<file path="config.mk">
export PLATFORM = sky130hd
export DESIGN_NAME = recurrent_tanh_net_step_unit
export DESIGN_NICKNAME = d
export VERILOG_FILES = /design/src/sv/rtn_pkg.sv /design/src/sv/rtn_ram.sv /design/src/sv/rtn_seq.sv /design/src/sv/rtn_dp.sv /design/src/sv/recurrent_tanh_net_step_unit.sv
export SDC_FILE = /design/constraint.sdc
export NUM_CORES = 2
export LEC_CHECK = 0
export ABC_CLOCK_PERIOD_IN_PS = 11300
export BUFFER_PORTS_ARGS = -buffer_cell sky130_fd_sc_hd__buf_4
export CORE_MARGIN = 3
export CORE_UTILIZATION = 48
export CTS_CLUSTER_DIAMETER = 120
export DETAILED_ROUTE_END_ITERATION = 8
export PLACE_DENSITY = 0.66
export SLEW_MARGIN = 30
export SYNTH_ARGS = -nofsm -noshare
export SYNTH_HDL_FRONTEND = slang
export SYNTH_HIERARCHICAL = 1
export SYNTH_SLANG_ARGS = --single-unit
</file>
<file path="constraint.sdc">
create_clock -name clk -period 11.3 [get_ports clk]
set_input_delay 1.13 -clock clk [delete_from_list [all_inputs] [get_ports clk]]
set_output_delay 1.13 -clock clk [all_outputs]
set_load 0.02 [all_outputs]
</file>
<file path="src/sv/rtn_pkg.sv">
// Package: shared sizes, types, microcode ROM and tanh table for the recurrent tanh net step unit.
`timescale 1ns / 1ps

package rtn_pkg;

    // Network sizes
    localparam int N_SENSORS  = 4;
    localparam int N_HIDDEN   = 6;
    localparam int N_RECUR    = 4;
    localparam int N_MOTOR    = 2;
    localparam int VALUE_BITS = 16;

    function automatic int cw(input int n);
        return (n <= 1) ? 1 : $clog2(n);
    endfunction

    function automatic int imax(input int a, input int b);
        return (a > b) ? a : b;
    endfunction

    localparam int N_IN   = N_SENSORS + N_RECUR;
    localparam int HID_W  = N_IN * N_HIDDEN;
    localparam int REC_W  = N_HIDDEN * N_RECUR;
    localparam int MOT_W  = N_HIDDEN * N_MOTOR;
    localparam int WCOUNT = HID_W + REC_W + MOT_W;
    localparam int WA_W   = cw(WCOUNT);

    // Fixed field widths
    localparam int ACTION_W = 2;
    localparam int INDEX_W  = 7;
    localparam int WFIELD_W = 16;
    localparam int SENSOR_W = 4;
    localparam int SENS_IW  = cw(SENSOR_W);

    // Arithmetic
    localparam int ACT_W  = 16;
    localparam int FRAC   = 13;
    localparam int ONE_Q  = 8192;
    localparam int ACC_W  = 32;
    localparam int PROD_W = ACT_W + VALUE_BITS;
    localparam int SUM_W  = imax(PROD_W + 1, ACC_W + 1);

    localparam logic signed [ACT_W-1:0] X_POS = ACT_W'(ONE_Q);
    localparam logic signed [ACT_W-1:0] X_NEG = ACT_W'(-ONE_Q);
    localparam logic signed [ACC_W-1:0] ACC_MAX = {1'b0, {(ACC_W-1){1'b1}}};
    localparam logic signed [ACC_W-1:0] ACC_MIN = {1'b1, {(ACC_W-1){1'b0}}};

    // tanh table
    localparam int TAB_W   = 14;
    localparam int TIDX_W  = 5;
    localparam int SEG_W   = 4;
    localparam int FRC_W   = 11;
    localparam int TAB_SAT = 16;

    // Counter widths
    localparam int IW = cw(imax(N_IN, N_HIDDEN));
    localparam int JW = cw(imax(N_HIDDEN, imax(N_RECUR, N_MOTOR)));
    localparam int HW = cw(N_HIDDEN);
    localparam int RW = cw(N_RECUR);
    localparam int MW = cw(N_MOTOR);

    typedef enum logic [ACTION_W-1:0] {
        ACT_WRITE = 2'd0,
        ACT_STEP  = 2'd1,
        ACT_CLEAR = 2'd2
    } rtn_action_t;

    typedef struct packed {
        logic [ACTION_W-1:0]        action;
        logic [INDEX_W-1:0]         weight_index;
        logic signed [WFIELD_W-1:0] weight_value;
        logic [SENSOR_W-1:0]        sensor_bits;
    } rtn_cmd_t;

    typedef struct packed {
        logic [N_HIDDEN-1:0] hidden_bits;
        logic [N_RECUR-1:0]  recurrent_bits;
        logic [N_MOTOR-1:0]  motor_bits;
    } rtn_result_t;

    // Microcode
    typedef enum logic [1:0] {
        OP_NOP  = 2'd0,
        OP_MAC  = 2'd1,
        OP_ACT  = 2'd2,
        OP_DONE = 2'd3
    } rtn_op_t;

    typedef enum logic [1:0] {
        LAY_HID = 2'd0,
        LAY_REC = 2'd1,
        LAY_MOT = 2'd2
    } rtn_layer_t;

    typedef enum logic [1:0] {
        JMP_NEXT   = 2'd0,
        JMP_LOOP_I = 2'd1,
        JMP_LOOP_J = 2'd2,
        JMP_STOP   = 2'd3
    } rtn_jmp_t;

    localparam int PC_W = 4;

    localparam logic [PC_W-1:0] PC_HMAC  = 4'd0;
    localparam logic [PC_W-1:0] PC_HACT  = 4'd1;
    localparam logic [PC_W-1:0] PC_DRN0  = 4'd2;
    localparam logic [PC_W-1:0] PC_DRN1  = 4'd3;
    localparam logic [PC_W-1:0] PC_DRN2  = 4'd4;
    localparam logic [PC_W-1:0] PC_RMAC  = 4'd5;
    localparam logic [PC_W-1:0] PC_RACT  = 4'd6;
    localparam logic [PC_W-1:0] PC_MMAC  = 4'd7;
    localparam logic [PC_W-1:0] PC_MACT  = 4'd8;
    localparam logic [PC_W-1:0] PC_DONE  = 4'd9;

    typedef struct packed {
        rtn_op_t         op;
        rtn_layer_t      layer;
        rtn_jmp_t        jmp;
        logic [PC_W-1:0] target;
    } rtn_uword_t;

    // Sequencer to datapath, one micro-op per cycle
    typedef struct packed {
        rtn_op_t       op;
        rtn_layer_t    layer;
        logic [IW-1:0] i;
        logic [JW-1:0] j;
        logic          first;
    } rtn_issue_t;

    function automatic rtn_uword_t ucode(input logic [PC_W-1:0] pc);
        rtn_uword_t w;
        w = '{op: OP_NOP, layer: LAY_HID, jmp: JMP_STOP, target: PC_HMAC};
        unique case (pc)
            PC_HMAC: w = '{op: OP_MAC,  layer: LAY_HID, jmp: JMP_LOOP_I, target: PC_HMAC};
            PC_HACT: w = '{op: OP_ACT,  layer: LAY_HID, jmp: JMP_LOOP_J, target: PC_HMAC};
            PC_DRN0: w = '{op: OP_NOP,  layer: LAY_HID, jmp: JMP_NEXT,   target: PC_HMAC};
            PC_DRN1: w = '{op: OP_NOP,  layer: LAY_HID, jmp: JMP_NEXT,   target: PC_HMAC};
            PC_DRN2: w = '{op: OP_NOP,  layer: LAY_HID, jmp: JMP_NEXT,   target: PC_HMAC};
            PC_RMAC: w = '{op: OP_MAC,  layer: LAY_REC, jmp: JMP_LOOP_I, target: PC_RMAC};
            PC_RACT: w = '{op: OP_ACT,  layer: LAY_REC, jmp: JMP_LOOP_J, target: PC_RMAC};
            PC_MMAC: w = '{op: OP_MAC,  layer: LAY_MOT, jmp: JMP_LOOP_I, target: PC_MMAC};
            PC_MACT: w = '{op: OP_ACT,  layer: LAY_MOT, jmp: JMP_LOOP_J, target: PC_MMAC};
            PC_DONE: w = '{op: OP_DONE, layer: LAY_MOT, jmp: JMP_STOP,   target: PC_HMAC};
            default: w = '{op: OP_NOP,  layer: LAY_HID, jmp: JMP_STOP,   target: PC_HMAC};
        endcase
        return w;
    endfunction

    // round(8192 * tanh(k / 4))
    function automatic logic [TAB_W-1:0] tanh_tab(input logic [TIDX_W-1:0] k);
        logic [TAB_W-1:0] t;
        t = 14'd8187;
        unique case (k)
            5'd0:    t = 14'd0;
            5'd1:    t = 14'd2006;
            5'd2:    t = 14'd3786;
            5'd3:    t = 14'd5203;
            5'd4:    t = 14'd6239;
            5'd5:    t = 14'd6949;
            5'd6:    t = 14'd7415;
            5'd7:    t = 14'd7712;
            5'd8:    t = 14'd7897;
            5'd9:    t = 14'd8012;
            5'd10:   t = 14'd8082;
            5'd11:   t = 14'd8125;
            5'd12:   t = 14'd8151;
            5'd13:   t = 14'd8167;
            5'd14:   t = 14'd8177;
            5'd15:   t = 14'd8183;
            default: t = 14'd8187;
        endcase
        return t;
    endfunction

endpackage

</file>
<file path="src/sv/rtn_ram.sv">
// Generic single-write, single-read RAM with registered read data.
`timescale 1ns / 1ps

module rtn_ram #(
    parameter int WIDTH = 16,
    parameter int DEPTH = 84
) (
    input  logic                     clk,
    input  logic                     we,
    input  logic [$clog2(DEPTH)-1:0] waddr,
    input  logic [WIDTH-1:0]         wdata,
    input  logic [$clog2(DEPTH)-1:0] raddr,
    output logic [WIDTH-1:0]         rdata
);

    logic [WIDTH-1:0] mem_reg [DEPTH];
    logic [WIDTH-1:0] rdata_reg;

    always_ff @(posedge clk)
    begin
        if (we)
        begin
            mem_reg[waddr] <= wdata;
        end
        rdata_reg <= mem_reg[raddr];
    end

    assign rdata = rdata_reg;

endmodule

</file>
<file path="src/sv/rtn_seq.sv">
// Microcode sequencer: program counter, loop counters and ROM-driven micro-op issue.
`timescale 1ns / 1ps

module rtn_seq
    import rtn_pkg::*;
(
    input  logic       clk,
    input  logic       rst_n,
    input  logic       go,
    output rtn_issue_t issue
);

    logic            run_reg, run_next;
    logic [PC_W-1:0] pc_reg,  pc_next;
    logic [IW-1:0]   i_reg,   i_next;
    logic [JW-1:0]   j_reg,   j_next;
    rtn_uword_t      cw;
    logic            i_last;
    logic            j_last;

    always_comb
    begin
        cw = ucode(pc_reg);

        // inner loop walks the layer's inputs
        i_last = (cw.layer == LAY_HID) ? (i_reg == IW'(N_IN - 1))
                                       : (i_reg == IW'(N_HIDDEN - 1));
        unique case (cw.layer)
            LAY_HID: j_last = (j_reg == JW'(N_HIDDEN - 1));
            LAY_REC: j_last = (j_reg == JW'(N_RECUR - 1));
            LAY_MOT: j_last = (j_reg == JW'(N_MOTOR - 1));
            default: j_last = 1'b1;
        endcase

        run_next = run_reg;
        pc_next  = pc_reg;
        i_next   = i_reg;
        j_next   = j_reg;

        if (go)
        begin
            run_next = 1'b1;
            pc_next  = PC_HMAC;
            i_next   = '0;
            j_next   = '0;
        end
        else if (run_reg)
        begin
            unique case (cw.jmp)
                JMP_NEXT:
                begin
                    pc_next = pc_reg + PC_W'(1);
                end
                JMP_LOOP_I:
                begin
                    if (!i_last)
                    begin
                        i_next  = i_reg + IW'(1);
                        pc_next = cw.target;
                    end
                    else
                    begin
                        i_next  = '0;
                        pc_next = pc_reg + PC_W'(1);
                    end
                end
                JMP_LOOP_J:
                begin
                    if (!j_last)
                    begin
                        j_next  = j_reg + JW'(1);
                        pc_next = cw.target;
                    end
                    else
                    begin
                        j_next  = '0;
                        pc_next = pc_reg + PC_W'(1);
                    end
                end
                JMP_STOP:
                begin
                    run_next = 1'b0;
                end
            endcase
        end

        issue.op    = run_reg ? cw.op : OP_NOP;
        issue.layer = cw.layer;
        issue.i     = i_reg;
        issue.j     = j_reg;
        issue.first = (i_reg == '0);
    end

    always_ff @(posedge clk or negedge rst_n)
    begin
        if (!rst_n)
        begin
            run_reg <= 1'b0;
            pc_reg  <= PC_HMAC;
            i_reg   <= '0;
            j_reg   <= '0;
        end
        else
        begin
            run_reg <= run_next;
            pc_reg  <= pc_next;
            i_reg   <= i_next;
            j_reg   <= j_next;
        end
    end

endmodule

</file>
<file path="src/sv/rtn_dp.sv">
// Datapath: operand select, multiply, saturating accumulate, piecewise-linear tanh, layer state.
`timescale 1ns / 1ps

module rtn_dp
    import rtn_pkg::*;
(
    input  logic                         clk,
    input  logic                         rst_n,
    input  logic                         go,
    input  logic                         clr,
    input  logic [SENSOR_W-1:0]          sensor_bits,
    input  rtn_issue_t                   issue,
    output logic [WA_W-1:0]              raddr,
    input  logic signed [VALUE_BITS-1:0] rdata,
    output logic                         done,
    output rtn_result_t                  result
);

    // held sensors and layer values
    logic [SENSOR_W-1:0]     sens_reg;
    logic signed [ACT_W-1:0] rec_reg [N_RECUR];
    logic signed [ACT_W-1:0] hid_reg [N_HIDDEN];
    logic [N_HIDDEN-1:0]     hb_reg;
    logic [N_RECUR-1:0]      rb_reg;
    logic [N_MOTOR-1:0]      mb_reg;

    // stage 1: weight read returns
    rtn_op_t                 p1_op_reg;
    rtn_layer_t              p1_layer_reg;
    logic [JW-1:0]           p1_j_reg;
    logic                    p1_first_reg;
    logic signed [ACT_W-1:0] p1_x_reg, x_next;

    // stage 2: product ready, accumulate or capture
    rtn_op_t                  p2_op_reg;
    rtn_layer_t               p2_layer_reg;
    logic [JW-1:0]            p2_j_reg;
    logic                     p2_first_reg;
    logic signed [PROD_W-1:0] p2_prod_reg, prod_next;
    logic signed [ACC_W-1:0]  acc_reg, acc_next;

    // stage 3: tanh interpolation
    rtn_op_t          p3_op_reg, p3_op_next;
    rtn_layer_t       p3_layer_reg;
    logic [JW-1:0]    p3_j_reg;
    logic             p3_neg_reg;
    logic             p3_sat_reg, sat_next;
    logic [SEG_W-1:0] p3_seg_reg, seg_next;
    logic [FRC_W-1:0] p3_frc_reg, frc_next;

    logic [IW+SENS_IW-1:0]   i_ext;
    logic [IW-1:0]           r_idx;
    logic                    s_bit;
    logic signed [SUM_W-1:0] sum;
    logic signed [ACC_W-1:0] xs;
    logic [ACC_W-1:0]        xa;
    logic [TAB_W-1:0]        t0, t1, td, y;
    logic [TAB_W+FRC_W-1:0]  tm;
    logic signed [ACT_W-1:0] y_s, act_val;
    logic                    act_pos;

    // issue: weight address and operand
    always_comb
    begin
        unique case (issue.layer)
            LAY_HID: raddr = WA_W'(issue.i) * WA_W'(N_HIDDEN) + WA_W'(issue.j);
            LAY_REC: raddr = WA_W'(HID_W) + WA_W'(issue.i) * WA_W'(N_RECUR)
                             + WA_W'(issue.j);
            LAY_MOT: raddr = WA_W'(HID_W + REC_W) + WA_W'(issue.i) * WA_W'(N_MOTOR)
                             + WA_W'(issue.j);
            default: raddr = '0;
        endcase

        // sensors beyond the field read as clear
        i_ext = (IW + SENS_IW)'(issue.i);
        s_bit = (i_ext < (IW + SENS_IW)'(SENSOR_W)) ? sens_reg[i_ext[SENS_IW-1:0]] : 1'b0;
        r_idx = issue.i - IW'(N_SENSORS);

        if (issue.layer == LAY_HID)
        begin
            if (issue.i < IW'(N_SENSORS))
            begin
                x_next = s_bit ? X_POS : X_NEG;
            end
            else
            begin
                x_next = rec_reg[r_idx[RW-1:0]];
            end
        end
        else
        begin
            x_next = hid_reg[issue.i[HW-1:0]];
        end
    end

    // stage 1 -> 2 multiply, stage 2 accumulate with saturation
    always_comb
    begin
        prod_next = p1_x_reg * rdata;

        sum = {{(SUM_W-PROD_W){p2_prod_reg[PROD_W-1]}}, p2_prod_reg};
        if (!p2_first_reg)
        begin
            sum = sum + {{(SUM_W-ACC_W){acc_reg[ACC_W-1]}}, acc_reg};
        end
        if ((&sum[SUM_W-1:ACC_W-1]) || !(|sum[SUM_W-1:ACC_W-1]))
        begin
            acc_next = sum[ACC_W-1:0];
        end
        else
        begin
            acc_next = sum[SUM_W-1] ? ACC_MIN : ACC_MAX;
        end

        // floor shift, magnitude, segment split
        xs       = acc_reg >>> FRAC;
        xa       = acc_reg[ACC_W-1] ? ACC_W'(-xs) : ACC_W'(xs);
        sat_next = |xa[ACC_W-1:SEG_W+FRC_W];
        seg_next = xa[SEG_W+FRC_W-1:FRC_W];
        frc_next = xa[FRC_W-1:0];

        p3_op_next = OP_NOP;
        if (p2_op_reg == OP_DONE)
        begin
            p3_op_next = OP_DONE;
        end
        else if (p2_op_reg == OP_ACT && p2_layer_reg != LAY_MOT)
        begin
            p3_op_next = OP_ACT;
        end
    end

    // stage 3: interpolate between table points
    always_comb
    begin
        t0 = tanh_tab(TIDX_W'(p3_seg_reg));
        t1 = tanh_tab(TIDX_W'(p3_seg_reg) + TIDX_W'(1));
        td = t1 - t0;
        tm = (TAB_W+FRC_W)'(td) * (TAB_W+FRC_W)'(p3_frc_reg);
        y  = p3_sat_reg ? tanh_tab(TIDX_W'(TAB_SAT)) : t0 + tm[TAB_W+FRC_W-1:FRC_W];
        y_s     = ACT_W'(y);
        act_val = p3_neg_reg ? -y_s : y_s;
        act_pos = !p3_neg_reg && (y != '0);
    end

    // control
    always_ff @(posedge clk or negedge rst_n)
    begin
        if (!rst_n)
        begin
            p1_op_reg <= OP_NOP;
            p2_op_reg <= OP_NOP;
            p3_op_reg <= OP_NOP;
            for (int k = 0; k < N_RECUR; k++)
            begin
                rec_reg[k] <= '0;
            end
        end
        else
        begin
            p1_op_reg <= issue.op;
            p2_op_reg <= p1_op_reg;
            p3_op_reg <= p3_op_next;
            if (clr)
            begin
                for (int k = 0; k < N_RECUR; k++)
                begin
                    rec_reg[k] <= '0;
                end
            end
            else if (p3_op_reg == OP_ACT && p3_layer_reg == LAY_REC)
            begin
                rec_reg[p3_j_reg[RW-1:0]] <= act_val;
            end
        end
    end

    // payload
    always_ff @(posedge clk)
    begin
        if (go)
        begin
            sens_reg <= sensor_bits;
        end

        p1_layer_reg <= issue.layer;
        p1_j_reg     <= issue.j;
        p1_first_reg <= issue.first;
        p1_x_reg     <= x_next;

        p2_layer_reg <= p1_layer_reg;
        p2_j_reg     <= p1_j_reg;
        p2_first_reg <= p1_first_reg;
        p2_prod_reg  <= prod_next;

        if (p2_op_reg == OP_MAC)
        begin
            acc_reg <= acc_next;
        end
        if (p2_op_reg == OP_ACT && p2_layer_reg == LAY_MOT)
        begin
            mb_reg[p2_j_reg[MW-1:0]] <= !acc_reg[ACC_W-1] && (acc_reg != '0);
        end

        p3_layer_reg <= p2_layer_reg;
        p3_j_reg     <= p2_j_reg;
        p3_neg_reg   <= acc_reg[ACC_W-1];
        p3_sat_reg   <= sat_next;
        p3_seg_reg   <= seg_next;
        p3_frc_reg   <= frc_next;

        if (p3_op_reg == OP_ACT)
        begin
            if (p3_layer_reg == LAY_HID)
            begin
                hid_reg[p3_j_reg[HW-1:0]] <= act_val;
                hb_reg[p3_j_reg[HW-1:0]]  <= act_pos;
            end
            else
            begin
                rb_reg[p3_j_reg[RW-1:0]] <= act_pos;
            end
        end
    end

    assign done                  = (p3_op_reg == OP_DONE);
    assign result.hidden_bits    = hb_reg;
    assign result.recurrent_bits = rb_reg;
    assign result.motor_bits     = mb_reg;

endmodule

</file>
<file path="src/sv/recurrent_tanh_net_step_unit.sv">
// Top level: recurrent tanh network step unit with microcoded MAC datapath.
`timescale 1ns / 1ps

// Usage
//   Command channel: a beat is taken at a rising edge with start high and busy low.
//   cmd.action selects the work:
//     write  - stores cmd.weight_value at cmd.weight_index in the weight RAM that
//              same edge; indexes past the last weight are dropped. No result.
//     clear  - zeroes the four stored recurrent outputs that edge. No result.
//     step   - runs one network step on cmd.sensor_bits; busy rises next cycle.
//     code 3 is ignored.
//   Result channel: done is high for exactly one cycle with result valid; the
//   receiver cannot stall it, so it must take the beat in that cycle.
//   Schedule: a step issues one micro-op per cycle from the microcode ROM, in
//   turn through the single shared multiply-accumulate unit and the weight RAM's
//   one read port; the pipeline then drains, and done rises at the same edge at
//   which busy falls. A new step is taken only while busy is low. Writes and
//   clears complete at the accepting edge and leave busy low.
//   Reset: clears the sequencer, pipeline control and recurrent outputs. Weight
//   RAM contents are undefined until written.

module recurrent_tanh_net_step_unit
    import rtn_pkg::*;
(
    input  logic        clk,
    input  logic        rst_n,
    input  logic        start,
    input  rtn_cmd_t    cmd,
    output logic        busy,
    output logic        done,
    output rtn_result_t result
);

    logic                  busy_reg, busy_next;
    logic                  done_reg;
    logic                  accept;
    logic                  go;
    logic                  clr;
    logic                  we;
    logic [WA_W-1:0]       waddr;
    logic [VALUE_BITS-1:0] wdata;
    logic [WA_W-1:0]       raddr;
    logic [VALUE_BITS-1:0] rdata;
    logic                  dp_done;
    rtn_issue_t            issue;

    assign accept = start && !busy_reg;
    assign go     = accept && (cmd.action == ACT_STEP);
    assign clr    = accept && (cmd.action == ACT_CLEAR);
    assign we     = accept && (cmd.action == ACT_WRITE)
                    && (32'(cmd.weight_index) < 32'(WCOUNT));
    assign waddr  = WA_W'(cmd.weight_index);

    // weight word: low VALUE_BITS bits, zero-filled above the field
    generate
        if (VALUE_BITS <= WFIELD_W)
        begin : g_wnarrow
            assign wdata = cmd.weight_value[VALUE_BITS-1:0];
        end
        else
        begin : g_wwide
            assign wdata = {{(VALUE_BITS-WFIELD_W){1'b0}}, cmd.weight_value};
        end
    endgenerate

    rtn_ram #(
        .WIDTH (VALUE_BITS),
        .DEPTH (WCOUNT)
    ) u_wram (
        .clk   (clk),
        .we    (we),
        .waddr (waddr),
        .wdata (wdata),
        .raddr (raddr),
        .rdata (rdata)
    );

    rtn_seq u_seq (
        .clk   (clk),
        .rst_n (rst_n),
        .go    (go),
        .issue (issue)
    );

    rtn_dp u_dp (
        .clk         (clk),
        .rst_n       (rst_n),
        .go          (go),
        .clr         (clr),
        .sensor_bits (cmd.sensor_bits),
        .issue       (issue),
        .raddr       (raddr),
        .rdata       (rdata),
        .done        (dp_done),
        .result      (result)
    );

    // busy spans the whole step; it drops with the result beat
    always_comb
    begin
        busy_next = busy_reg;
        if (go)
        begin
            busy_next = 1'b1;
        end
        else if (dp_done)
        begin
            busy_next = 1'b0;
        end
    end

    always_ff @(posedge clk or negedge rst_n)
    begin
        if (!rst_n)
        begin
            busy_reg <= 1'b0;
            done_reg <= 1'b0;
        end
        else
        begin
            busy_reg <= busy_next;
            done_reg <= dp_done;
        end
    end

    assign busy = busy_reg;
    assign done = done_reg;

endmodule

</file>
==> metrics <==
CTS Buf Count=170; Setup crit start=u_dp/p3_seg_reg[1]; commonest cells after routing, fill and taps aside=edfxtp_1, inv_1, nand2_1; WP data required=11.75 ns; Slew Viols, Final=0; Critical Path Max Stage Delay=approximately 0.58 ns; CP Launch Type=register; # DRC=0; Register Area=about 0.05 mm2; commonest non-fill, non-tap cell in the layout=edfxtp_1; routed vias/inst=about 5.7; # port buffers=45; Clock Sinks=1682; Post-Syn Instances=5444; Setup-failing EPs final=0; synthesized flop and latch total=1682; Worst-Skew Late Latency=0.83 ns; Die H=around 420 um; root buffer cell=clkbuf_16; final WL=just under 200000 um; WS Path Type=register to register; maxcap violations=0; Critical Path Sink Type=register; ys async rst share=0.0493; Post-synth EDFFs=1488; Relative slew margins=0.240; largest net degree at the start of global routing=between 100 and 150; worst hold path class=register to register; row count=around 150; period utilisation layout=0.949; Final min period=between 10 and 15 ns; Detail Route Antenna Nets=0; Clock Path Buffers=3; register area share after synthesis=0.590; GPL Wtd Cong=0.849; Worst path slowest cell=or4_4; # IOs=46; Die W=422 um; synthesized area=0.0831 mm2; Yosys Warn Count=6; syn nets=between 6000 and 7000; CORE AREA=about 0.17 mm2; Net count, final=between 6000 and 7000; ratio of cells with drive above 1 in the final layout=0.161; GRT overflow=0; Total GRT Usage=0.217; end of the worst register-to-register path=u_dp/hb_reg[0]; htree depth=4; critical path arrival=roughly 11 ns; hpwl dp=roughly 120000 um; final design utilization=0.538; drt pass-1 iters=5; drt wl/cell=between 20 and 25 um; status=complete, no violations; Least-Margin Pin Slew=approximately 1.1 ns; Fill cells=~14000; Worst setup endpoint=u_dp/hb_reg[0]; Final Hold Viols=0; CP dominant cell by count=fa_1; post-synthesis cell type count=87; number of flip-flops in the largest register=between 1000 and 1500; initial core utilization=0.484; Reg2Reg Setup Slack=between 0.5 and 0.6 ns; initial antenna violation count=3; Reg2Reg Launch Point=u_dp/p3_seg_reg[1]; Worst Path Max Fanout=10; CTS tree=yes; Max Clk Rate=slightly above 90 MHz; clock transition at the registers of the reported paths=roughly 0.06 ns; R2R cell count=43; 1st-iter DRT viols=~3900; top_reg_cell synth=edfxtp_1; vias=~46000; Layout Skew=0.0685 ns; global-route wire length before repair=just under 300000 um; Die Area=0.178 mm2; average size of a mapped cell=between 15 and 20 um2; vias in the first global route=about 47000; Multi-input gate area=0.0315 mm2; area growth from synthesis to layout=11.3%
[worst max-delay path, delay by kind of cell (launching register included)]
family,cells,cell delay (ns)
xor+xnor,3,0.63
buf+inv,5,0.33
simple gates,13,2.76
compound gates,13,2.44
fa+ha+maj,9,3.85
flops,1,0.35
[cells by family (layout without fill, tap and decap cells)]
group                      count (synthesis)  in the layout  share of synthesized area
AOI/OAI and AO/OA                        655            655                     0.0522
muxes                                    523            523                      0.118
adders and majority gates                620            620                      0.127
xor gates and xnor gates                 129            129                     0.0136
DFF                                     1682           1682                      0.590
buffers and inverters                    744           1018                     0.0366
and+or+nand+nor                         1091           1091                     0.0629
other                                      0              2                          0
[metal layers]
metal,track usage,vias up,routed length (um)
met5,0,-,8
met3,0.0352,257,11700
met1,0.293,24000,78700
met2,0.370,1464,97200
met4,0.0564,2,4470
li1,-,20300,-
[synth_stat cells (all sizes together) (129+ instances only)]
cell type	count	area, um2
a21oi	141	706
and2	185	1160
clkbuf	144	541
edfxtp	1488	44700
fa	374	7490
ha	244	3050
inv	506	1900
mux2i	129	1290
mux4	361	8130
nand2	415	1560
nor2	214	806
o21ai	156	781
[how the worst min path moves through the flow]
stage | end | depth (start not counted) | from
6_report | u_dp/p3_j_reg[1] | 0 | u_dp/p2_j_reg[1]
5_1_grt | u_dp/p3_j_reg[1] | 0 | u_dp/p2_j_reg[1]
4_1_cts | u_dp/p3_j_reg[1] | 0 | u_dp/p2_j_reg[1]
3_5_place_dp | u_dp/p2_j_reg[1] | 0 | u_dp/p1_j_reg[1]
3_3_place_gp | u_dp/p2_layer_reg[0] | 0 | u_dp/p1_layer_reg[0]
2_1_floorplan | u_dp/p2_first_reg | 0 | u_dp/p1_first_reg
[per-stage QoR]
step | worst slack [ns] | std cells | setup TNS, ns | hold WS (ns) | area [um2]
global route | -0.0712 | 8030 | -1.53 | 0.297 | 92400
floorplan | 0.437 | 5444 | 0 | 0.310 | 83100
global placement | 0.162 | 7708 | 0 | 0.310 | 86500
finish | 0.575 | 8030 | 0 | 0.287 | 92400
detailed placement | -0.134 | 7709 | -2.71 | 0.312 | 86600
CTS | 0.0184 | 8018 | 0 | 0.296 | 92100
[what timing repair did]
item                                   4_1_cts  5_1_grt
endpoints found under the hold margin        0        0
setup buffers                                0        7
pin swaps                                    0       16
gates resized for setup                      5       32
gates cloned                                 0        0
setup endpoints to repair                   46       90
hold buffers                                 0        0
[area by class of cell]
class / count / area share
Multi-Input combinational cell: 3018 / 0.341
Timing Repair Buffer: 202 / 0.0180
Tap cell: 2310 / 0.0313
Inverter: 507 / 0.0206
Clock buffer: 228 / 0.0501
Sequential cell: 1682 / 0.530
Antenna cell: 2 / 0.0000542
Clock inverter: 81 / 0.00914
Power is left out: the tool's default activity adds up to more than one toggle a clock period on the data nets, which glitch-free logic cannot reach.
